## src/rtl/pit_pkg.sv

```systemverilog
// ----------------------------------------------------------------------------
// pit_pkg: shared types and constants of the pending-interest table
// Command kinds, status codes, interface states and the transaction token
// that travels down the chain of table cells.
// ----------------------------------------------------------------------------
package pit_pkg;

  localparam int NUM_ENTRIES_DEF = 16;
  localparam int NUM_IFACES_DEF  = 8;
  localparam int NAME_BYTES_DEF  = 8;

  localparam int KEY_W   = 64;
  localparam int KIND_W  = 3;
  localparam int IFACE_W = 3;
  localparam int STATE_W = 2;
  localparam int STAT_W  = 2;

  // command kinds
  localparam logic [KIND_W-1:0] KIND_LOOKUP = 3'd0;
  localparam logic [KIND_W-1:0] KIND_ADD    = 3'd1;
  localparam logic [KIND_W-1:0] KIND_REMOVE = 3'd2;
  localparam logic [KIND_W-1:0] KIND_UPDATE = 3'd3;
  localparam logic [KIND_W-1:0] KIND_CLEAR  = 3'd4;

  // status codes
  localparam logic [STAT_W-1:0] ST_OK        = 2'd0;
  localparam logic [STAT_W-1:0] ST_FULL      = 2'd1;
  localparam logic [STAT_W-1:0] ST_NOT_FOUND = 2'd2;

  // interface states
  localparam logic [STATE_W-1:0] IF_CLOSED  = 2'd0;
  localparam logic [STATE_W-1:0] IF_WAITING = 2'd1;
  localparam logic [STATE_W-1:0] IF_OPEN    = 2'd2;

  // One command in flight plus what the cells it has passed have found.
  // hit marks the first match (or, for add, the slot taken).
  typedef struct packed {
    logic                 active;
    logic [KIND_W-1:0]    kind;
    logic [KEY_W-1:0]     key;
    logic [IFACE_W-1:0]   iface;
    logic [STATE_W-1:0]   new_state;
    logic                 hit;
    logic                 all_closed;
    logic [STATE_W-1:0]   iface_state;
    logic                 waiting_valid;
    logic [IFACE_W-1:0]   waiting_iface;
  } pit_tok_t;

endpackage

```

## src/rtl/pit_cell.sv

```systemverilog
// ----------------------------------------------------------------------------
// pit_cell: one table entry
// Holds one entry and acts on the token passing by, then hands the token on.
// ----------------------------------------------------------------------------
module pit_cell
  import pit_pkg::*;
#(
  parameter int NUM_IFACES = NUM_IFACES_DEF,
  parameter int NAME_BYTES = NAME_BYTES_DEF
) (
  input  logic     clk,
  input  logic     rst,
  input  pit_tok_t tok_in,
  output pit_tok_t tok_out
);

  localparam int NAME_W = 8 * NAME_BYTES;
  localparam int IFS_W  = STATE_W * NUM_IFACES;

  logic              valid;
  logic              valid_next;
  logic [NAME_W-1:0] name;
  logic [NAME_W-1:0] name_next;
  logic [IFS_W-1:0]  states;
  logic [IFS_W-1:0]  states_next;
  pit_tok_t          tok_next;

  logic               match;
  logic [STATE_W-1:0] sel_state;
  logic               has_wait;
  logic [IFACE_W-1:0] wait_idx;

  assign match = valid && (name == tok_in.key[NAME_W-1:0]);

  // pick the addressed interface and the lowest waiting one
  always_comb begin
    sel_state = IF_CLOSED;
    has_wait  = 1'b0;
    wait_idx  = '0;
    for (int j = 0; j < NUM_IFACES; j++) begin
      if (int'(tok_in.iface) == j) begin
        sel_state = states[STATE_W*j +: STATE_W];
      end
    end
    for (int j = NUM_IFACES - 1; j >= 0; j--) begin
      if (states[STATE_W*j +: STATE_W] == IF_WAITING) begin
        has_wait = 1'b1;
        wait_idx = IFACE_W'(j);
      end
    end
  end

  always_comb begin
    valid_next  = valid;
    name_next   = name;
    states_next = states;
    tok_next    = tok_in;
    if (tok_in.active) begin
      unique case (tok_in.kind)
        KIND_LOOKUP: begin
          if (match && !tok_in.hit) begin
            tok_next.hit         = 1'b1;
            tok_next.all_closed  = (states == '0);
            tok_next.iface_state = sel_state;
          end
          if (match && !tok_in.waiting_valid && has_wait) begin
            tok_next.waiting_valid = 1'b1;
            tok_next.waiting_iface = wait_idx;
          end
        end
        KIND_ADD: begin
          if (!valid && !tok_in.hit) begin
            valid_next   = 1'b1;
            name_next    = tok_in.key[NAME_W-1:0];
            states_next  = {NUM_IFACES{tok_in.new_state}};
            tok_next.hit = 1'b1;
          end
        end
        KIND_REMOVE: begin
          if (match && !tok_in.hit) begin
            valid_next   = 1'b0;
            tok_next.hit = 1'b1;
          end
        end
        KIND_UPDATE: begin
          if (match && !tok_in.hit) begin
            tok_next.hit = 1'b1;
            for (int j = 0; j < NUM_IFACES; j++) begin
              if (int'(tok_in.iface) == j) begin
                states_next[STATE_W*j +: STATE_W] = tok_in.new_state;
              end
            end
          end
        end
        KIND_CLEAR: begin
          valid_next = 1'b0;
        end
        default: begin
        end
      endcase
    end
  end

  always_ff @(posedge clk) begin
    if (rst) begin
      valid   <= 1'b0;
      tok_out <= '0;
    end else begin
      valid   <= valid_next;
      tok_out <= tok_next;
    end
  end

  always_ff @(posedge clk) begin
    name   <= name_next;
    states <= states_next;
  end

endmodule

```

## src/rtl/pending_interest_table.sv

```systemverilog
// ----------------------------------------------------------------------------
// pending_interest_table: pending-interest table as a chain of entry cells
// Lookup, add, remove, update and clear commands on a table of named entries.
// ----------------------------------------------------------------------------
// Usage:
//   Command channel: a transaction is taken at a rising edge with start high
//   and busy low; kind, name_key, iface and new_state are sampled there.
//   The key is masked to NAME_BYTES bytes on entry.
//   Result channel: done is high for exactly one cycle and status, found,
//   all_closed, waiting_valid, waiting_iface and iface_state are valid in
//   that cycle. The receiver cannot stall; sample the result when done is high.
//   Timing: the command token visits one table cell per clock, entry 0 first.
//   done rises when the token leaves the last cell, and the result is taken
//   at the edge that closes the done cycle. busy stays high through the done
//   cycle, so a new transaction is taken only after the result of the one
//   before it; the walk along the cell chain sets that spacing.
//   Reset: rst (synchronous) empties the table and drops any command in
//   flight; no clearing pass is needed, so a command may follow at once.
// ----------------------------------------------------------------------------
module pending_interest_table
  import pit_pkg::*;
#(
  parameter int NUM_ENTRIES = NUM_ENTRIES_DEF,
  parameter int NUM_IFACES  = NUM_IFACES_DEF,
  parameter int NAME_BYTES  = NAME_BYTES_DEF
) (
  input  logic               clk,
  input  logic               rst,
  input  logic               start,
  output logic               busy,
  input  logic [KIND_W-1:0]  kind,
  input  logic [KEY_W-1:0]   name_key,
  input  logic [IFACE_W-1:0] iface,
  input  logic [STATE_W-1:0] new_state,
  output logic               done,
  output logic [STAT_W-1:0]  status,
  output logic               found,
  output logic               all_closed,
  output logic               waiting_valid,
  output logic [IFACE_W-1:0] waiting_iface,
  output logic [STATE_W-1:0] iface_state
);

  localparam logic [KEY_W-1:0] NAME_MASK = {KEY_W{1'b1}} >> (KEY_W - 8 * NAME_BYTES);

  logic     accept;
  logic     busy_next;
  pit_tok_t head;
  pit_tok_t chain [NUM_ENTRIES+1];
  pit_tok_t last;

  assign accept = start && !busy;

  // Build the token at the head of the chain; state code three folds to open.
  always_comb begin
    head           = '0;
    head.active    = accept;
    head.kind      = kind;
    head.key       = name_key & NAME_MASK;
    head.iface     = iface;
    head.new_state = (new_state > IF_OPEN) ? IF_OPEN : new_state;
  end

  assign chain[0] = head;

  // One cell per entry; each hands the token to the next on every clock.
  for (genvar i = 0; i < NUM_ENTRIES; i++) begin : g_cell
    pit_cell #(
      .NUM_IFACES(NUM_IFACES),
      .NAME_BYTES(NAME_BYTES)
    ) u_cell (
      .clk    (clk),
      .rst    (rst),
      .tok_in (chain[i]),
      .tok_out(chain[i+1])
    );
  end

  assign last = chain[NUM_ENTRIES];

  // Hold busy from the accepting edge through the done cycle.
  always_comb begin
    busy_next = busy;
    if (accept) begin
      busy_next = 1'b1;
    end else if (last.active) begin
      busy_next = 1'b0;
    end
  end

  always_ff @(posedge clk) begin
    if (rst) begin
      busy <= 1'b0;
    end else begin
      busy <= busy_next;
    end
  end

  // Shape the result from the token that left the last cell.
  assign done = last.active;

  always_comb begin
    status        = ST_OK;
    found         = 1'b0;
    all_closed    = 1'b0;
    waiting_valid = 1'b0;
    waiting_iface = '0;
    iface_state   = IF_CLOSED;
    unique case (last.kind)
      KIND_LOOKUP: begin
        status        = last.hit ? ST_OK : ST_NOT_FOUND;
        found         = last.hit;
        all_closed    = last.hit ? last.all_closed : 1'b1;
        waiting_valid = last.waiting_valid;
        waiting_iface = last.waiting_iface;
        iface_state   = last.hit ? last.iface_state : IF_CLOSED;
      end
      KIND_ADD: begin
        status = last.hit ? ST_OK : ST_FULL;
      end
      KIND_REMOVE, KIND_UPDATE: begin
        status = last.hit ? ST_OK : ST_NOT_FOUND;
      end
      default: begin
        status = ST_OK;
      end
    endcase
  end

endmodule

```

## config.mk

```make
export PLATFORM = sky130hd
export DESIGN_NAME = pending_interest_table
export DESIGN_NICKNAME = d
export VERILOG_FILES = /design/src/rtl/pit_pkg.sv /design/src/rtl/pit_cell.sv /design/src/rtl/pending_interest_table.sv
export SDC_FILE = /design/constraint.sdc
export NUM_CORES = 2
export LEC_CHECK = 0
export ABC_AREA = 1
export BUFFER_PORTS_ARGS = -buffer_cell sky130_fd_sc_hd__buf_2
export CAP_MARGIN = 20
export CORE_MARGIN = 1
export CORE_UTILIZATION = 40
export DETAILED_ROUTE_END_ITERATION = 10
export PLACE_DENSITY = 0.53
export SLEW_MARGIN = 10
export SYNTH_ARGS = -nofsm -noshare
export SYNTH_HDL_FRONTEND = slang
export SYNTH_SLANG_ARGS = --single-unit
```

## constraint.sdc

```tcl
create_clock -name clk -period 9.7 [get_ports clk]
set_input_delay 1.94 -clock clk [delete_from_list [all_inputs] [get_ports clk]]
set_output_delay 1.94 -clock clk [all_outputs]
set_load 0.02 [all_outputs]
```

; Word level (Yosys, flattened, before mapping)
; Cells that the tools add are included.
[classes]
n_lt_le_gt_ge = 1
eq_ne = 499
mux = 730
bitwise = 5
reduce_logical = 389
[ops]
columns = op, n
row1 = == test 64 bit, 16
row2 = AND reduction 5 bit, 128
row3 = 2-to-1 mux 2 bit, 260
row4 = 2-to-1 mux 16 bit, 32
row5 = one-hot mux 16 bit (2 select lines), 16
row6 = 2-to-1 mux 3 bit, 129
row7 = != test 2 x 1 -> 1 bit (second input constant), 175
row8 = == test 2 x 1 -> 1 bit (second input constant), 128
row9 = logical NOT 16 bit, 16
row10 = == test 3 bit (second input constant), 80
row11 = == test 3 x 2 -> 1 bit (second input constant), 66
row12 = 2-to-1 mux 1 bit, 198
row13 = 2-to-1 mux 4 bit, 32
row14 = 2-to-1 mux 8 bit, 15
row15 = 2-to-1 mux 7 bit, 15
row16 = == test 3 x 1 -> 1 bit (second input constant), 33
row17 = logical NOT 3 bit, 33
row18 = one-hot mux 1 bit (3 select lines), 32
row19 = logical AND 1 bit, 78
row20 = AND reduction 4 bit, 15
row21 = AND reduction 3 bit, 17
row22 = nonzero test 3 bit, 16
row23 = logical NOT 1 bit, 46
row24 = nonzero test 2 bit, 17
row25 = other kinds (10), 31
[totals]
regBits = 2524
inputBits = 75
out_inout_bits = 12

; Longest topological paths before layout
[logic_depth]
ltp_word = 13
mapped_depth = 15

; By module
; A second synthesis with hierarchy kept.
[hier_totals]
hier_cells = 11458
area_unflattened_um2 = 101989.1
[modules_own_cells]
columns = module, instances, cells_per_inst, area_per_inst_um2
row1 = pit_cell, 16, 714, 6363.6
row2 = pending_interest_table, 1, 34, 171.4

; Least setup slack after synthesis
; No wires, ideal clock.
[synth_path]
path_kind = input to register
startpoint = input port kind[1]
endpoint = register g_cell[0].u_cell.name[0], enable pin
setup_time_ns = 0.486
arrival_ns = 5.056
required_time_ns = 9.214
slack_ns = 4.158
stages = 5
n_path_buf = 0
cell_sequence = inv_1 nand2_1 nor2_1 nand2_1 nor2_1
[synth_via]
elab_chain_len = 2
[synth_lines]
columns = item, line
row1 = start: declaration, pending_interest_table.sv:31  ; input logic [KIND_W-1:0] kind,
row2 = == test 3 x 1 -> 1 bit, pit_cell.sv:59  ; unique case (tok_in.kind)
row3 = AND reduction 3 bit (no source line), -
row4 = end signal: assignment, pit_cell.sv:115  ; name <= name_next;
row5 = end: declaration, pit_cell.sv:22  ; logic [NAME_W-1:0] name;
; Every way passes these cells.
; A chain may end at the register's enable or synchronous reset.

; Worst setup path in the final report
[layout_path]
startpoint = input port rst
endpoint = register g_cell[5].u_cell.tok_out[62] (netlist bit)
[layout_lines]
columns = item, line
row1 = start: declaration, pending_interest_table.sv:28  ; input logic rst,
row2 = end signal: assignment, pit_cell.sv:110  ; tok_out <= tok_next;
row3 = end: declaration, pit_cell.sv:14  ; output pit_tok_t tok_out
; No word-level cell between the ends.

==> impl_metrics.env <==
export IMPL_areaGrowthSynthToFinish_pct=13.3
export IMPL_p_switching_mw=4.75
export IMPL_rsz0062_at_grt="false"
export IMPL_yosysSeqAreaShare_pct=60.9
export IMPL_dieArea_um2=262000
export IMPL_p_int_mw=17.7
export IMPL_rows=186
export IMPL_grt_max_degree=204
export IMPL_grt_overflow=0
export IMPL_drc=0
export IMPL_fp_dieW_um=512
export IMPL_slew_headroom_pct=31.8
export IMPL_cts_tree="built"
export IMPL_comb_power_share_pct=1.7
export IMPL_async_flop_share_pct=0
export IMPL_grt_total_usage_pct=21.8
export IMPL_antenna_found_initial=1
export IMPL_yosys_area_share_xor_xnor_pct=2.52
export IMPL_nets=12337
export IMPL_port_buffers=86
export IMPL_synthSimpleGateAreaFrac_pct=23.7
export IMPL_ys_types=61
export IMPL_yosysTopAreaCellShare_pct=36.9
export IMPL_grt_pass1_vias=75303
export IMPL_cp_start_kind="input pin"
export IMPL_cts_resized=0
export IMPL_slew_violations=0
export IMPL_core_region_area_um2=258000
export IMPL_vias_per_cell=4.80
export IMPL_die_y_um=512
export IMPL_synth_top_family_by_area="simple AND/OR/NAND/NOR gates"
export IMPL_cts_clk_slew_worst_paths_ns=0.06
export IMPL_yosys_area_top_type="edfxtp_1"
export IMPL_hold_start="g_cell[9].u_cell.tok_out[25]$_SDFF_PP0_"
export IMPL_start_util_pct=40.4
export IMPL_ys_ff_latch=2524
export IMPL_path_max_fanout=168
export IMPL_arrival_ns=4.44
export IMPL_period_minus_slack_ns=3.79
export IMPL_fillerInstances=25197
export IMPL_grt_pass1_wl_um=441000
export IMPL_p_leak_nw=48.3
export IMPL_critPathKind="input pin to flop"
export IMPL_p_per_area_nw_per_um2=191
export IMPL_hpwl_um=224000
export IMPL_worst_hold_slack_ns=0.416
export IMPL_min_period_over_period_pct=39.1
export IMPL_pre_cts_ws_ns=5.12
export IMPL_synth_edf_count=1280
export IMPL_ys_top_cells_by_count="2645 x nand2_1, 2275 x inv_1, 2242 x nor2_1"
export IMPL_clkPwrFrac_pct=48.3
export IMPL_crit_start="rst"
export IMPL_max_vdd_ir_drop_mv=0.138
export IMPL_synth_area_per_cell_um2=8.67
export IMPL_yosysWarnings=0
export IMPL_clock_skew_ns=0.0321
export IMPL_cts_setup_buffers=0
export IMPL_htreeDepth=5
export IMPL_worst_slack_ns=5.91
export IMPL_drt_total_wl_um=290000
export IMPL_cts_buffers=282
export IMPL_ys_flop_type="edfxtp_1"
export IMPL_synth_mux_area_share_pct=0.0289
export IMPL_clock_sinks=2524
export IMPL_first_iter_violations=5811
export IMPL_holdBufCountCts=0
export IMPL_rr_startpoint="g_cell[12].u_cell.name[40]$_DFFE_PP_"
export IMPL_cts_max_path_buffers=4
export IMPL_hold_violations=0
export IMPL_syn_nets=12081
export IMPL_swShare_pct=21.1
export IMPL_max_freq_mhz=264
export IMPL_tns_ns=0
export IMPL_hold_path_class="flop to flop"
export IMPL_synth_compound_area_share_pct=3.97
export IMPL_worst_pin_slew_ns=1.02
export IMPL_end_kind="flop"
export IMPL_finalSetupViolations=0
export IMPL_drtPass1Iterations=9
export IMPL_cts_root_buffer="clkbuf_16"
export IMPL_wl_per_cell_um=18.2
export IMPL_synth_fa_ha_area_share_pct=0
export IMPL_drv_cap=0
export IMPL_pwr_share_seq_pct=50.1
export IMPL_ant_nets=0
export IMPL_synthCells=12006
export IMPL_gp_congestion=0.908
export IMPL_vias=76132
export IMPL_io_pins=87
export IMPL_clk_latency_ns=0.84
export IMPL_mappedNetlistArea_um2=104000
export IMPL_status="finished, final reports clean"
export IMPL_drive_gt1_share_pct=5.97
export IMPL_cp_required_ns=10.35
export IMPL_yosysMostFrequentCell="nand2_1"
export IMPL_synth_area_leaders="edfxtp_1 37%, dfxtp_1 24%, nand2_1 9.5%, inv_1 8.2%, nor2_1 8.1%"
stage by stage:
stage / total power [mW] / area, um2 / util, % / std cells
CTS: 22.7 / 118000 / 45.7 / 15872
finish: 22.5 / 118000 / 45.7 / 15875
global route: 23.2 / 118000 / 45.7 / 15875
global placement: 11.9 / 108000 / 42.1 / 15362
detailed placement: 11.9 / 108000 / 42.1 / 15362
floorplan: 11.7 / 104000 / - / 12006
cell usage in the layout, fill, tap and decap left out, types with 49 or more instances in the layout:
| master | instances |
|---|---|
| a21oi_1 | 287 |
| xor2_1 | 81 |
| o21ai_0 | 243 |
| clkbuf_16 | 306 |
| dfxtp_1 | 1244 |
| edfxtp_1 | 1280 |
| nand4_1 | 289 |
| buf_2 | 85 |
| nor3_1 | 246 |
| xnor2_1 | 218 |
| nor2_1 | 2241 |
| inv_2 | 65 |
| nand3_1 | 281 |
| nand2_1 | 2645 |
| inv_1 | 2259 |
| o22ai_1 | 49 |
| clkbuf_1 | 56 |
| nor4_1 | 55 |
| or2_2 | 72 |
layout make-up:
| cell class | count | area, um2 | share of cell area (%) |
|---|---|---|---|
| sequential | 2524 | 63300 | 53.7 |
| multi-input combinational | 7012 | 31500 | 26.7 |
| inverter | 2331 | 8750 | 7.42 |
| clock buffer | 396 | 8340 | 7.07 |
| tap | 3384 | 4230 | 3.59 |
| clock inverter | 114 | 1130 | 0.961 |
| timing repair buffer | 111 | 678 | 0.575 |
| antenna | 3 | 7.51 | 0.00636 |
worst paths after layout:
kind                                                  end  slack [ns]  cells after the start
hold / removal       g_cell[10].u_cell.name[12]$_DFFE_PP_        0.42                      0
hold reg to reg      g_cell[10].u_cell.name[12]$_DFFE_PP_        0.42                      0
setup reg to reg    g_cell[12].u_cell.states[3]$_DFFE_PP_        6.63                      9
setup / recovery  g_cell[5].u_cell.tok_out[62]$_SDFF_PP0_        5.91                      4
critical path, stage by stage:
cell	delay (ns)
buf_8	0.52
buf_12	0.53
buf_4	0.83
nor2_1	0.15
logic make-up (layout without fill, tap and decap cells):
kind of cell / Yosys count / after routing
and+or+nand+nor: 5968 / 5968
xor gates and xnor gates: 299 / 299
muxes: 3 / 3
AOI/OAI and AO/OA: 742 / 742
buffers and inverters: 2470 / 2952
DFF: 2524 / 2524
other: 0 / 3
metal layers:
| layer | global-route usage [%] | wire length [um] | vias to the layer above | part of all wire (%) |
|---|---|---|---|---|
| met4 | 5.78 | 7690 | 0 | 2.7 |
| met3 | 2.60 | 13600 | 417 | 4.7 |
| met1 | 28.9 | 130000 | 35852 | 45 |
| met2 | 37.5 | 139000 | 1753 | 48 |
| met5 | 0 | 0 | - | 0 |
| li1 | - | - | 38110 | - |
flip-flops by register name (all words and copies together), names as in the netlist:
register / count
busy: 1
g_cell.u_cell.name: 1024
g_cell.u_cell.states: 256
g_cell.u_cell.valid: 16
g_cell.u_cell.tok_out: 1227
power by group through the flow:
stage	combinational, mW	clock, mW	sequential [mW]
after global placement	0.375	0	11.5
final	0.374	10.9	11.3
after CTS	0.378	11.1	11.3
after floorplan	0.246	0	11.5
after global routing	0.420	11.5	11.3
after detailed placement	0.376	0	11.5
Note: power is estimated with default switching activity, not from simulation.
